**config.mk**
```make
export PLATFORM = sky130hd
export DESIGN_NAME = piecewise_linear_contrast_stretch_core
export DESIGN_NICKNAME = d
export VERILOG_FILES = /design/src/sv/plcs_pkg.sv /design/src/sv/plcs_div.sv /design/src/sv/plcs_builder.sv /design/src/sv/plcs_lut.sv /design/src/sv/piecewise_linear_contrast_stretch_core.sv
export SDC_FILE = /design/constraint.sdc
export NUM_CORES = 2
export LEC_CHECK = 0
export BUFFER_PORTS_ARGS = -buffer_cell sky130_fd_sc_hd__buf_2
export CAP_MARGIN = 20
export CELL_PAD_IN_SITES_DETAIL_PLACEMENT = 0
export CELL_PAD_IN_SITES_GLOBAL_PLACEMENT = 2
export CORE_UTILIZATION = 45
export CTS_BUF_LIST = sky130_fd_sc_hd__clkbuf_8
export DETAILED_ROUTE_END_ITERATION = 12
export PLACE_DENSITY_LB_ADDON = 0.2
export SLEW_MARGIN = 25
export SYNTH_ARGS = -nofsm -noshare
export SYNTH_HDL_FRONTEND = slang
export SYNTH_SLANG_ARGS = --single-unit
export TNS_END_PERCENT = 50
```
**constraint.sdc**
```tcl
create_clock -name clk -period 13.3 [get_ports clk]
set_input_delay 1.33 -clock clk [delete_from_list [all_inputs] [get_ports clk]]
set_output_delay 1.33 -clock clk [all_outputs]
set_load 0.02 [all_outputs]
```
**src/sv/plcs_pkg.sv**
```systemverilog
// Shared types and constants for the piecewise-linear contrast stretch core.
// Depends on nothing; every other file refers to it by scoped names.
package plcs_pkg;

    // Pixel field width and lookup-table depth (one entry per input level)
    localparam int PIX_W     = 8;
    localparam int TBL_DEPTH = 1 << PIX_W;

    // Grey scale of the transfer curve; its top point is (TOP, TOP)
    localparam int GREY_LEVELS = 256;

    // Unsigned level width: holds the top level and any 8-bit knee
    localparam int LVL_W = ($clog2(GREY_LEVELS) > PIX_W) ? $clog2(GREY_LEVELS) + 1 : PIX_W + 1;
    // Signed width of a segment extent dx or dy
    localparam int SW    = LVL_W + 1;
    // Width of |dy| * t, t being an offset along the pixel axis
    localparam int NUM_W = LVL_W + PIX_W;
    // Divider step counter
    localparam int CNT_W = $clog2(NUM_W);

    localparam logic [LVL_W-1:0] TOP_LEVEL = LVL_W'(GREY_LEVELS - 1);

    // Configuration register indexes
    localparam int CFG_IDX_W = 3;

    typedef enum logic [CFG_IDX_W-1:0] {
        REG_IN_LOW_KNEE   = 3'd0,
        REG_IN_HIGH_KNEE  = 3'd1,
        REG_OUT_LOW_KNEE  = 3'd2,
        REG_OUT_HIGH_KNEE = 3'd3
    } cfg_reg_t;

    // Current knee settings
    typedef struct packed {
        logic [PIX_W-1:0] in_low_knee;
        logic [PIX_W-1:0] in_high_knee;
        logic [PIX_W-1:0] out_low_knee;
        logic [PIX_W-1:0] out_high_knee;
    } knee_cfg_t;

    // One write into the transfer table
    typedef struct packed {
        logic             en;
        logic [PIX_W-1:0] addr;
        logic [PIX_W-1:0] data;
    } tbl_wr_t;

endpackage

```
**src/sv/plcs_div.sv**
```systemverilog
// Restoring unsigned divider, one quotient bit per cycle.
// Depends on plcs_pkg for the operand widths.
module plcs_div (
    input  logic                        clk,
    input  logic                        rst_n,
    input  logic                        start,
    input  logic [plcs_pkg::NUM_W-1:0]  dividend,
    input  logic [plcs_pkg::LVL_W-1:0]  divisor,
    output logic                        done,
    output logic [plcs_pkg::NUM_W-1:0]  quotient,
    output logic [plcs_pkg::LVL_W-1:0]  remainder
);

    logic                        busy_reg;
    logic                        busy_next;
    logic                        done_reg;
    logic                        done_next;
    logic [plcs_pkg::CNT_W-1:0]  cnt_reg;
    logic [plcs_pkg::CNT_W-1:0]  cnt_next;
    logic [plcs_pkg::NUM_W-1:0]  quo_reg;
    logic [plcs_pkg::NUM_W-1:0]  quo_next;
    logic [plcs_pkg::LVL_W-1:0]  rem_reg;
    logic [plcs_pkg::LVL_W-1:0]  rem_next;
    logic [plcs_pkg::LVL_W-1:0]  dvs_reg;
    logic [plcs_pkg::LVL_W:0]    rem_sh;
    logic [plcs_pkg::LVL_W:0]    rem_sub;
    logic                        fits;
    logic                        last_step;

    // One trial subtraction per cycle
    always_comb
    begin
        rem_sh    = {rem_reg, quo_reg[plcs_pkg::NUM_W-1]};
        fits      = rem_sh >= {1'b0, dvs_reg};
        rem_sub   = rem_sh - {1'b0, dvs_reg};
        last_step = cnt_reg == plcs_pkg::CNT_W'(plcs_pkg::NUM_W - 1);
    end

    // Control and next-value selection
    always_comb
    begin
        busy_next = busy_reg;
        done_next = 1'b0;
        cnt_next  = cnt_reg;
        quo_next  = quo_reg;
        rem_next  = rem_reg;
        if (start)
        begin
            busy_next = 1'b1;
            cnt_next  = '0;
            quo_next  = dividend;
            rem_next  = '0;
        end
        else if (busy_reg)
        begin
            quo_next = {quo_reg[plcs_pkg::NUM_W-2:0], fits};
            rem_next = fits ? rem_sub[plcs_pkg::LVL_W-1:0] : rem_sh[plcs_pkg::LVL_W-1:0];
            cnt_next = cnt_reg + 1'b1;
            if (last_step)
            begin
                busy_next = 1'b0;
                done_next = 1'b1;
            end
        end
    end

    always_ff @(posedge clk or negedge rst_n)
    begin
        if (!rst_n)
        begin
            busy_reg <= 1'b0;
            done_reg <= 1'b0;
            cnt_reg  <= '0;
        end
        else
        begin
            busy_reg <= busy_next;
            done_reg <= done_next;
            cnt_reg  <= cnt_next;
        end
    end

    // Operand and result registers
    always_ff @(posedge clk)
    begin
        quo_reg <= quo_next;
        rem_reg <= rem_next;
        if (start)
        begin
            dvs_reg <= divisor;
        end
    end

    assign done      = done_reg;
    assign quotient  = quo_reg;
    assign remainder = rem_reg;

    // A finished division is never still counting
    a_done_idle: assert property (@(posedge clk) disable iff (!rst_n)
        done_reg |-> !busy_reg)
        else $error("divider reports done while busy");

endmodule

```
**src/sv/plcs_builder.sv**
```systemverilog
// Sequencer that fills the transfer table, one level at a time, from the knees.
// Depends on plcs_pkg and instantiates plcs_div for the segment quotient.
module plcs_builder (
    input  logic                 clk,
    input  logic                 rst_n,
    input  logic                 restart,
    input  plcs_pkg::knee_cfg_t  knees,
    output logic                 busy,
    output plcs_pkg::tbl_wr_t    tbl_wr
);

    typedef enum logic [2:0] {
        B_IDLE,
        B_SEL,
        B_MUL,
        B_START,
        B_WAIT,
        B_WR
    } bstate_t;

    bstate_t                          state_reg;
    bstate_t                          state_next;
    logic [plcs_pkg::PIX_W-1:0]       addr_reg;
    logic [plcs_pkg::PIX_W-1:0]       addr_next;

    // Segment selection for the current level
    logic [plcs_pkg::PIX_W-1:0]       xs;
    logic [plcs_pkg::PIX_W-1:0]       ys;
    logic [plcs_pkg::LVL_W-1:0]       xe;
    logic [plcs_pkg::LVL_W-1:0]       ye;
    logic signed [plcs_pkg::SW-1:0]   dx_s;
    logic signed [plcs_pkg::SW-1:0]   dy_s;
    logic signed [plcs_pkg::SW-1:0]   ndx;
    logic signed [plcs_pkg::SW-1:0]   ndy;

    // Datapath registers
    logic [plcs_pkg::LVL_W-1:0]       adx_reg;
    logic [plcs_pkg::LVL_W-1:0]       ady_reg;
    logic [plcs_pkg::PIX_W-1:0]       t_reg;
    logic [plcs_pkg::PIX_W-1:0]       ys_reg;
    logic [plcs_pkg::LVL_W-1:0]       ye_reg;
    logic                             neg_reg;
    logic                             zero_reg;
    logic [plcs_pkg::NUM_W-1:0]       prod_reg;
    logic [plcs_pkg::NUM_W-1:0]       prod_next;

    // Divider link
    logic                             div_start;
    logic                             div_done;
    logic [plcs_pkg::NUM_W-1:0]       div_quo;
    logic [plcs_pkg::LVL_W-1:0]       div_rem;

    // Result assembly
    logic signed [plcs_pkg::NUM_W:0]   q_ext;
    logic signed [plcs_pkg::NUM_W:0]   q_floor;
    logic signed [plcs_pkg::NUM_W+1:0] level;
    logic [plcs_pkg::PIX_W-1:0]        level_sat;
    logic [plcs_pkg::PIX_W-1:0]        end_sat;
    logic [plcs_pkg::PIX_W-1:0]        entry;

    // Pick the segment for level addr_reg and its extents
    always_comb
    begin
        if (addr_reg <= knees.in_low_knee)
        begin
            xs = '0;
            ys = '0;
            xe = plcs_pkg::LVL_W'(knees.in_low_knee);
            ye = plcs_pkg::LVL_W'(knees.out_low_knee);
        end
        else if (addr_reg <= knees.in_high_knee)
        begin
            xs = knees.in_low_knee;
            ys = knees.out_low_knee;
            xe = plcs_pkg::LVL_W'(knees.in_high_knee);
            ye = plcs_pkg::LVL_W'(knees.out_high_knee);
        end
        else
        begin
            xs = knees.in_high_knee;
            ys = knees.out_high_knee;
            xe = plcs_pkg::TOP_LEVEL;
            ye = plcs_pkg::TOP_LEVEL;
        end
        dx_s = $signed({1'b0, xe}) - $signed({(plcs_pkg::SW - plcs_pkg::PIX_W)'(0), xs});
        dy_s = $signed({1'b0, ye}) - $signed({(plcs_pkg::SW - plcs_pkg::PIX_W)'(0), ys});
        ndx  = -dx_s;
        ndy  = -dy_s;
    end

    // Magnitude product, registered before the divider
    always_comb
    begin
        prod_next = ady_reg * t_reg;
    end

    // Floor of the signed quotient, offset by the start level, clipped to a pixel
    always_comb
    begin
        q_ext   = $signed({1'b0, div_quo});
        q_floor = neg_reg ? (-q_ext - $signed({{plcs_pkg::NUM_W{1'b0}}, div_rem != '0}))
                          : q_ext;
        level   = $signed({(plcs_pkg::NUM_W + 2 - plcs_pkg::PIX_W)'(0), ys_reg})
                  + $signed({q_floor[plcs_pkg::NUM_W], q_floor});
        if (level < 0)
        begin
            level_sat = '0;
        end
        else if (level > $signed((plcs_pkg::NUM_W + 2)'(255)))
        begin
            level_sat = '1;
        end
        else
        begin
            level_sat = level[plcs_pkg::PIX_W-1:0];
        end
        end_sat = (ye_reg > plcs_pkg::LVL_W'(255)) ? '1 : ye_reg[plcs_pkg::PIX_W-1:0];
        entry   = zero_reg ? end_sat : level_sat;
    end

    // Sequencer
    always_comb
    begin
        state_next = state_reg;
        addr_next  = addr_reg;
        unique case (state_reg)
            B_IDLE:  state_next = B_IDLE;
            B_SEL:   state_next = B_MUL;
            B_MUL:   state_next = B_START;
            B_START: state_next = B_WAIT;
            B_WAIT:
            begin
                if (div_done)
                begin
                    state_next = B_WR;
                end
            end
            B_WR:
            begin
                if (addr_reg == '1)
                begin
                    state_next = B_IDLE;
                end
                else
                begin
                    state_next = B_SEL;
                    addr_next  = addr_reg + 1'b1;
                end
            end
            default: state_next = B_IDLE;
        endcase
        if (restart)
        begin
            state_next = B_SEL;
            addr_next  = '0;
        end
    end

    // A fresh table is built after reset
    always_ff @(posedge clk or negedge rst_n)
    begin
        if (!rst_n)
        begin
            state_reg <= B_SEL;
            addr_reg  <= '0;
        end
        else
        begin
            state_reg <= state_next;
            addr_reg  <= addr_next;
        end
    end

    // Per-level operands
    always_ff @(posedge clk)
    begin
        if (state_reg == B_SEL)
        begin
            adx_reg  <= dx_s[plcs_pkg::SW-1] ? ndx[plcs_pkg::LVL_W-1:0]
                                             : dx_s[plcs_pkg::LVL_W-1:0];
            ady_reg  <= dy_s[plcs_pkg::SW-1] ? ndy[plcs_pkg::LVL_W-1:0]
                                             : dy_s[plcs_pkg::LVL_W-1:0];
            t_reg    <= addr_reg - xs;
            ys_reg   <= ys;
            ye_reg   <= ye;
            neg_reg  <= dx_s[plcs_pkg::SW-1] ^ dy_s[plcs_pkg::SW-1];
            zero_reg <= dx_s == '0;
        end
        if (state_reg == B_MUL)
        begin
            prod_reg <= prod_next;
        end
    end

    assign div_start = state_reg == B_START;

    plcs_div u_div (
        .clk       (clk),
        .rst_n     (rst_n),
        .start     (div_start),
        .dividend  (prod_reg),
        .divisor   (adx_reg),
        .done      (div_done),
        .quotient  (div_quo),
        .remainder (div_rem)
    );

    assign busy        = state_reg != B_IDLE;
    assign tbl_wr.en   = state_reg == B_WR;
    assign tbl_wr.addr = addr_reg;
    assign tbl_wr.data = entry;

    // A table entry is written only once its division has finished
    a_wr_after_div: assert property (@(posedge clk) disable iff (!rst_n)
        state_reg == B_WR |-> $past(state_reg) == B_WAIT)
        else $error("table write without a finished division");

    // A knee change always starts the sweep over from level zero
    a_restart: assert property (@(posedge clk) disable iff (!rst_n)
        restart |=> state_reg == B_SEL && addr_reg == '0)
        else $error("table rebuild did not restart");

endmodule

```
**src/sv/plcs_lut.sv**
```systemverilog
// Transfer table memory with the pixel read path and output register.
// Depends on plcs_pkg; the table is written by plcs_builder.
module plcs_lut (
    input  logic                        clk,
    input  logic                        rst_n,
    input  plcs_pkg::tbl_wr_t           tbl_wr,
    input  logic                        building,
    input  logic                        in_valid,
    output logic                        in_ready,
    input  logic [plcs_pkg::PIX_W-1:0]  pixel_in,
    output logic                        out_valid,
    input  logic                        out_ready,
    output logic [plcs_pkg::PIX_W-1:0]  pixel_out
);

    logic [plcs_pkg::PIX_W-1:0]  mem [plcs_pkg::TBL_DEPTH];
    logic [plcs_pkg::PIX_W-1:0]  rd_data_reg;
    logic [plcs_pkg::PIX_W-1:0]  out_data_reg;
    logic                        s1_valid_reg;
    logic                        s1_valid_next;
    logic                        out_valid_reg;
    logic                        out_valid_next;
    logic                        s1_move;
    logic                        in_fire;

    // Handshake: read stage advances whenever the output register frees up
    always_comb
    begin
        s1_move  = !out_valid_reg || out_ready;
        in_ready = !building && (!s1_valid_reg || s1_move);
        in_fire  = in_valid && in_ready;

        s1_valid_next = s1_valid_reg;
        if (in_fire)
        begin
            s1_valid_next = 1'b1;
        end
        else if (s1_move)
        begin
            s1_valid_next = 1'b0;
        end

        out_valid_next = s1_move ? s1_valid_reg : out_valid_reg;
    end

    always_ff @(posedge clk or negedge rst_n)
    begin
        if (!rst_n)
        begin
            s1_valid_reg  <= 1'b0;
            out_valid_reg <= 1'b0;
        end
        else
        begin
            s1_valid_reg  <= s1_valid_next;
            out_valid_reg <= out_valid_next;
        end
    end

    // Table write port and registered read port
    always_ff @(posedge clk)
    begin
        if (tbl_wr.en)
        begin
            mem[tbl_wr.addr] <= tbl_wr.data;
        end
        if (in_fire)
        begin
            rd_data_reg <= mem[pixel_in];
        end
    end

    // Output register
    always_ff @(posedge clk)
    begin
        if (s1_move && s1_valid_reg)
        begin
            out_data_reg <= rd_data_reg;
        end
    end

    assign out_valid = out_valid_reg;
    assign pixel_out = out_data_reg;

    // A read result waiting behind a stalled output keeps its data
    a_s1_hold: assert property (@(posedge clk) disable iff (!rst_n)
        s1_valid_reg && !s1_move |=> s1_valid_reg && $stable(rd_data_reg))
        else $error("stalled table read lost its data");

    // An item reaches the output only through the read stage
    a_out_from_s1: assert property (@(posedge clk) disable iff (!rst_n)
        $rose(out_valid_reg) |-> $past(s1_valid_reg))
        else $error("output item without a table read");

endmodule

```
**src/sv/piecewise_linear_contrast_stretch_core.sv**
```systemverilog
// Piecewise-linear contrast stretch: each 8-bit grey pixel is mapped through a
// 256-entry transfer table that holds the three-segment curve through (0,0),
// (x1,y1), (x2,y2) and the top level. Pixels stream at one item per clock unless
// out_ready or a rebuild holds them, through the read and output registers; the
// table's single read port sets that rate. After reset and after every
// configuration write a sequencer rebuilds the table, taking each entry through
// select, multiply, divider start, wait and write (one bit per cycle in its
// divider); in_ready stays low meanwhile. cfg_ready is always high; a write to an
// index past the four knee registers is ignored but still restarts the build.
module piecewise_linear_contrast_stretch_core (
    input  logic                            clk,
    input  logic                            rst_n,
    input  logic                            cfg_valid,
    output logic                            cfg_ready,
    input  logic [plcs_pkg::CFG_IDX_W-1:0]  cfg_index,
    input  logic [plcs_pkg::PIX_W-1:0]      cfg_data,
    input  logic                            in_valid,
    output logic                            in_ready,
    input  logic [plcs_pkg::PIX_W-1:0]      pixel_in,
    output logic                            out_valid,
    input  logic                            out_ready,
    output logic [plcs_pkg::PIX_W-1:0]      pixel_out
);

    plcs_pkg::knee_cfg_t  knees_reg;
    plcs_pkg::knee_cfg_t  knees_next;
    plcs_pkg::tbl_wr_t    tbl_wr;
    logic                 cfg_fire;
    logic                 building;

    assign cfg_ready = 1'b1;
    assign cfg_fire  = cfg_valid && cfg_ready;

    // Knee register decode
    always_comb
    begin
        knees_next = knees_reg;
        if (cfg_fire)
        begin
            unique case (cfg_index)
                plcs_pkg::REG_IN_LOW_KNEE:   knees_next.in_low_knee   = cfg_data;
                plcs_pkg::REG_IN_HIGH_KNEE:  knees_next.in_high_knee  = cfg_data;
                plcs_pkg::REG_OUT_LOW_KNEE:  knees_next.out_low_knee  = cfg_data;
                plcs_pkg::REG_OUT_HIGH_KNEE: knees_next.out_high_knee = cfg_data;
                default:                     knees_next = knees_reg;
            endcase
        end
    end

    always_ff @(posedge clk or negedge rst_n)
    begin
        if (!rst_n)
        begin
            knees_reg.in_low_knee   <= 8'd50;
            knees_reg.in_high_knee  <= 8'd110;
            knees_reg.out_low_knee  <= 8'd10;
            knees_reg.out_high_knee <= 8'd110;
        end
        else
        begin
            knees_reg <= knees_next;
        end
    end

    plcs_builder u_builder (
        .clk     (clk),
        .rst_n   (rst_n),
        .restart (cfg_fire),
        .knees   (knees_reg),
        .busy    (building),
        .tbl_wr  (tbl_wr)
    );

    plcs_lut u_lut (
        .clk       (clk),
        .rst_n     (rst_n),
        .tbl_wr    (tbl_wr),
        .building  (building),
        .in_valid  (in_valid),
        .in_ready  (in_ready),
        .pixel_in  (pixel_in),
        .out_valid (out_valid),
        .out_ready (out_ready),
        .pixel_out (pixel_out)
    );

endmodule

```
=== Word-level counts from Yosys, hierarchy flattened ===
Memories as Yosys holds them, arrays and structs flattened. A register that Yosys moved wholly into a read port is not among the register bits.
Cells that the tools add are included.

* $lt $le $gt $ge: 6
* Add/subtract/negate cells: 11
* Bitwise operators: 1
* Muxes and demuxes: 37
* Equality and inequality tests: 12
* Reduce and logical (&&, ||, !) cells: 20
* Multipliers: 1

{| class="wikitable"
|+ Operators with widths
! operator !! count
|-
| 8-bit 2-to-1 mux || 13
|-
| 9-bit 2-to-1 mux || 5
|-
| 17-bit 2-to-1 mux || 2
|-
| 9-bit by 8-bit subtractor with 10-bit output || 2
|-
| 9-bit by 18-bit adder with 19-bit output || 1
|-
| 19-bit by 9-bit greater-than comparator with 1-bit output, second input constant || 1
|-
| 19-bit by 1-bit less-than comparator with 1-bit output, second input constant || 1
|-
| 18-bit 2-to-1 mux || 1
|-
| 17-bit negator with 18-bit output || 1
|-
| 9-bit negator || 2
|-
| 18-bit by 2-bit subtractor with 18-bit output || 1
|-
| 9-bit by 8-bit multiplier with 17-bit output || 1
|-
| 8-bit <= comparator || 2
|-
| 3-bit one-hot mux with 5 select lines || 1
|-
| 3-bit by 2-bit equality test with 1-bit output, second input constant || 4
|-
| 1-bit 2-to-1 mux || 11
|-
| 10-bit by 9-bit greater-or-equal comparator with 1-bit output || 1
|-
| 10-bit logical NOT || 1
|-
| 5-bit 2-to-1 mux || 2
|-
| 2-bit AND reduction || 5
|-
| 9-bit by 8-bit greater-than comparator with 1-bit output, second input constant || 1
|-
| 9-bit nonzero test || 1
|-
| 9-bit subtractor || 1
|-
| 8-bit by 1-bit adder with 8-bit output, second input constant || 1
|-
| 16 further kinds || 26
|}

* Output and inout bits: 11
* Register bits: 157
* Logic and storage cells: 112
* Input port bits: 24
* Memories kept: 1
* Memory bits (writable): 2048

{| class="wikitable"
|+ Memories
! name !! words !! width !! read ports !! clocked after Yosys merged registers in !! write ports !! line !! source
|-
| u_lut.mem || 256 || 8 || 1 || 1 || 1 || plcs_lut.sv:16 || <nowiki>logic [plcs_pkg::PIX_W-1:0] mem [plcs_pkg::TBL_DEPTH];</nowiki>
|}

=== Longest topological paths before layout ===
* Word-level depth: 8
* Gate-level depth with buffers: 24
* Gate-level depth less buffers: 24

=== By module ===
A second synthesis with hierarchy kept.

* Cell total of the unflattened synthesis: 4916
* Area, all modules: 92034.5 um^2

{| class="wikitable"
|+ Modules (own cells, without submodules)
! module !! seq. area each (um^2) !! instances !! cells an instance !! area each (um^2)
|-
| plcs_lut || 62029.5 || 1 || 3763 || 80383.3
|-
| plcs_builder || 2108.3 || 1 || 893 || 8200.4
|-
| plcs_div || 1136.1 || 1 || 188 || 2197.1
|-
| piecewise_linear_contrast_stretch_core || 819.5 || 1 || 72 || 1253.7
|}

=== Worst setup path after synthesis ===
OpenSTA, ideal clock, no wires.

* Path type: flip-flop to flip-flop
* Start: reg u_builder.u_div.rem_reg, in the netlist u_builder.u_div.remainder[5]
* End: mem u_lut.mem[0][5] (netlist name), data pin
* Required time: 12.435 ns
* Cell stages (with the launch flop): 23
* Arrival time: 7.070 ns
* Setup time: 0.865 ns
* Path buffers: 0
* Path slack: 5.365 ns
* Clock period less this slack: 7.935 ns
* Cells stage by stage: dfxtp_1 -> nor4_1 -> nand2_1 -> nor4_1 -> ha_1 -> ha_1 -> inv_1 -> ha_1 -> o21bai_1 -> a21oi_1 -> xnor2_1 -> nand2_1 -> o21ai_0 -> ha_1 -> o21ai_0 -> a21oi_1 -> o41ai_1 -> a21oi_1 -> nand4b_1 -> or3b_1 -> a21oi_2 -> o41a_4 -> a221o_1

{| class="wikitable"
|+ RTL lines
! item !! line !! source
|-
| start: declaration || plcs_div.sv:22 || <nowiki>logic [plcs_pkg::LVL_W-1:0] rem_reg;</nowiki>
|-
| start signal: assignment || plcs_div.sv:87 || <nowiki>rem_reg <= rem_next;</nowiki>
|-
| end: declaration || plcs_lut.sv:16 ||
|}

==> results by stage <==
Final layout:
- The ratio of cells with drive above 1 in the final layout is 0.274.
- Compared with the post-synthesis result, the final layout area differs by 11.3%.
- After routing the design area is 0.101 mm2.
- The register with the most flip-flops in the layout has 2048 of them.
- The non-filler instance count after layout is 7670.
- The post-layout net count is 4936.
- The share of the core filled with cells in the final layout is 0.506.
- Counting the fill cells in the layout gives 16200.

Worst setup path:
- Broken down by cell family, the worst path's largest delay share belongs to compound AO/OA/AOI/OAI gates.
- The delay of the slowest cell on the worst path is 740 ps.
- The type of element capturing the critical path is a flop.
- The start-to-end type of the worst setup path is flop to flop.
- The cell with the largest stage delay on the worst path is buf_4.
- The element type at the critical path start is a flop.
- The most common cell type on the critical path is ha_1.
- The data required time at the worst endpoint is 14020 ps.
- Of all nets on the critical path, the largest fanout is 111.
- The buffers plus inverters on the worst setup path is 4.
- The arrival time reported for the critical path endpoint is 8000 ps.

Power:
- The power density over cell area is 204 mW/mm2.
- The total leakage power is 32.6 nW.
- The peak ir drop on the vdd network is 0.358 mV.
- The total power is 20.7 mW.

Timing:
- Setup repair after global routing left no endpoint under its margin.
- The count of pins over their slew limit is 0.
- The accumulated negative setup slack is 0 ps.
- The final count of negative-setup-slack endpoints is 0.
- The highest achievable clock rate is 137 MHz.
- Between clock sinks in the finished design, the worst skew comes to 120 ps.
- The hold slack is 418 ps.
- The number of endpoints with negative hold slack in the final report was 0.
- The measured slew at the worst slew-check pin is 1100 ps.
- The share of the clock period used by the worst path is 0.548.
- The final critical-path required period is 7290 ps.
- The headroom to the max-slew limit is 0.267.
- In the post-route analysis, the smallest setup slack over all paths is 6010 ps.

Logic synthesis:
- The most common flop cell mapped by yosys is edfxtp_1.
- The fraction of the mapped netlist area in compound gates came to 0.0177.
- The proportion of register bits with asynchronous set or reset after synthesis is 0.0235.
- The most instantiated library cell after synthesis is edfxtp_1.
- The number of nets in the synthesized netlist is 4675.
- A synthesized cell averages 20.3 um2.
- Ranked by instance count, the synthesized netlist is headed by edfxtp_1, mux4_2, nor2_1.
- The count of flip-flops with a built-in enable after synthesis is 2151.
- After synthesis, the share of cell area in mux cells is 0.173.
- The synthesized design spends more area on one cell type than any other, namely edfxtp_1.
- Of the total synthesized cell area, the portion taken by full adders, half adders and majority gates is 0.0268.
- The synthesized netlist occupies a cell area of 0.0910 mm2.
- The largest family of logic cells by synthesized area is multiplexers.
- The share of the synthesized area in the top cell type is 0.710.
- Yosys printed 0 warnings.
- The count of different cell masters after synthesis is 76.
- The synthesized design contains 2212 register bits.
- Synthesis handed over a netlist of 4484 instances.
- The simple-gate portion of the synthesized area is 0.0341.
- Of the synthesized area, sequential elements account for 0.726.
- Ranked by total cell area, the synthesized netlist is headed by edfxtp_1, mux4_2, ha_1.
- The xor/xnor cell area share of the yosys netlist is 0.00625.

Routing:
- For this block, the via count after detailed routing is 44200.
- The first-pass iteration count of the detailed router is 5.
- The via count normalized by instance count is 5.76.
- In the final routed layout, each cell accounts on average for 28.6 um.
- After the first detailed-routing iteration, the DRC count stood at 4037.
- The number of nets with antenna violations after routing is 0.
- After detailed routing, the number of remaining DRC violations is 0.
- The final layout contains routed wiring with a total length of 219 mm.

Placement:
- The estimated wirelength of the detail-placed design is 132 mm.
- The post-placement worst setup slack is 5490 ps.
- The total placed cells including tap cells is 7013.
- The congestion estimate from routability-driven global placement came to 0.794.
- The cell area reported after detailed placement is 0.0945 mm2.
- During placement, the flow inserted port buffers numbering 33.

Global route:
- The first global-routing pass estimated 320 mm of wire.
- After global routing the overflow that remains totals 0.
- The via count of the first global-routing pass came to 45500.
- The number of antenna violations at the first check in global routing was 20.
- The overall routing resource usage is 0.217.
- Entering global routing, the biggest net connects 253 pins.

Clock network:
- After clock tree synthesis, the repair step resized 0 gates.
- The number of buffers added for setup after CTS is 0.
- Buffers inserted to repair hold after CTS numbered 0.
- Clock tree synthesis selected as its root buffer the cell clkbuf_8.
- The clock buffer count from CTS is 382.
- The source-to-sink clock delay at the later pin of the worst-skew pair is 1100 ps.
- The count of clock tree sinks is 2212.
- In this run the number of H-tree levels came out at 5.
- The buffer depth of the longest clock path is 4.
- TritonCTS built the clock tree.
- The clock transition time at the flip-flop clock pins of the worst setup and hold paths is 50 ps.

Outcome:
- The flow ran to the end, and the final reports show no timing, DRC or antenna violations.

Floorplan:
- The starting utilization of the core area is 0.455.
- Measured along the x axis, the die boundary spans 452 um.
- The die covers 0.204 mm2.
- The count of boundary I/O pins is 35.
- The core region is 0.200 mm2.
- In this run the core area contains 164 standard-cell rows.
- The die outline height is 452 um.

Min path:
- The type of the most critical hold path is flop to flop.

Flow run:
- The tool flagged a number of max-cap violations equal to 0.
## logic make-up after synthesis
logic type	after synthesis
XOR/XNOR	65
multiplexers	723
AND/OR/NAND/NOR	698
flip-flops	2212
buffers and inverters	362
adder cells (fa/ha/maj)	167
other	1
AO/OA/AOI/OAI	256
## final cells by class
class / count / area, um2 / share of cell area
multi-input combinational: 1910 / 23800 / 0.235
clock buffer: 395 / 5440 / 0.0537
inverter: 135 / 507 / 0.00500
sequential: 2212 / 66100 / 0.652
clock inverter: 254 / 1210 / 0.0119
antenna: 4 / 10.0 / 0.0000988
timing repair buffer: 104 / 955 / 0.00942
tap: 2656 / 3320 / 0.0328
## power by group
part | switching [mW] | internal [mW]
registers | 0.147 | 10.1
logic | 3.55 | 1.34
clock network | 2.68 | 2.84
total | 6.38 | 14.3
## metal layers
layer / share of wire / up-vias / track usage
met2: 0.47 / 1529 / 0.334
met5: 0.00082 / - / 0
li1: - / 18800 / -
met4: 0.019 / 2 / 0.0545
met3: 0.070 / 295 / 0.0440
met1: 0.44 / 23600 / 0.318
## worst paths after layout
| kind | from | endpoint | slack (ps) | depth (start not counted) |
|---|---|---|---|---|
| max reg2reg | u_builder.u_div.remainder[5] | u_lut.mem[9][0] | 6010 | 26 |
| max in group asynchronous | rst_n | knees_reg[8] | 12230 | 2 |
| max | u_builder.u_div.remainder[5] | u_lut.mem[9][0] | 6010 | 26 |
| min reg2reg | u_builder.adx_reg[7] | u_builder.u_div.dvs_reg[7] | 420 | 0 |
| min | u_builder.adx_reg[7] | u_builder.u_div.dvs_reg[7] | 420 | 0 |
| min in group asynchronous | rst_n | knees_reg[30] | 480 | 2 |
## placed cells by master, fill, tap and decap left out, types with 22 or more instances in the layout
cell type and count:
clkinv_1 77, mux2i_1 22, buf_4 53, nand2b_1 22
nor2_2 51, dfrtp_1 36, a21oi_1 60, ha_1 120
clkinv_2 39, xor2_1 25, and2_1 46, nor2_1 293
clkbuf_8 395, o21ai_0 97, nand2_1 152, mux4_2 680
edfxtp_1 2151, fa_1 47, buf_2 29, inv_1 255
xnor2_1 40, nand3_1 30
Note: power is estimated with default switching activity, not from simulation.
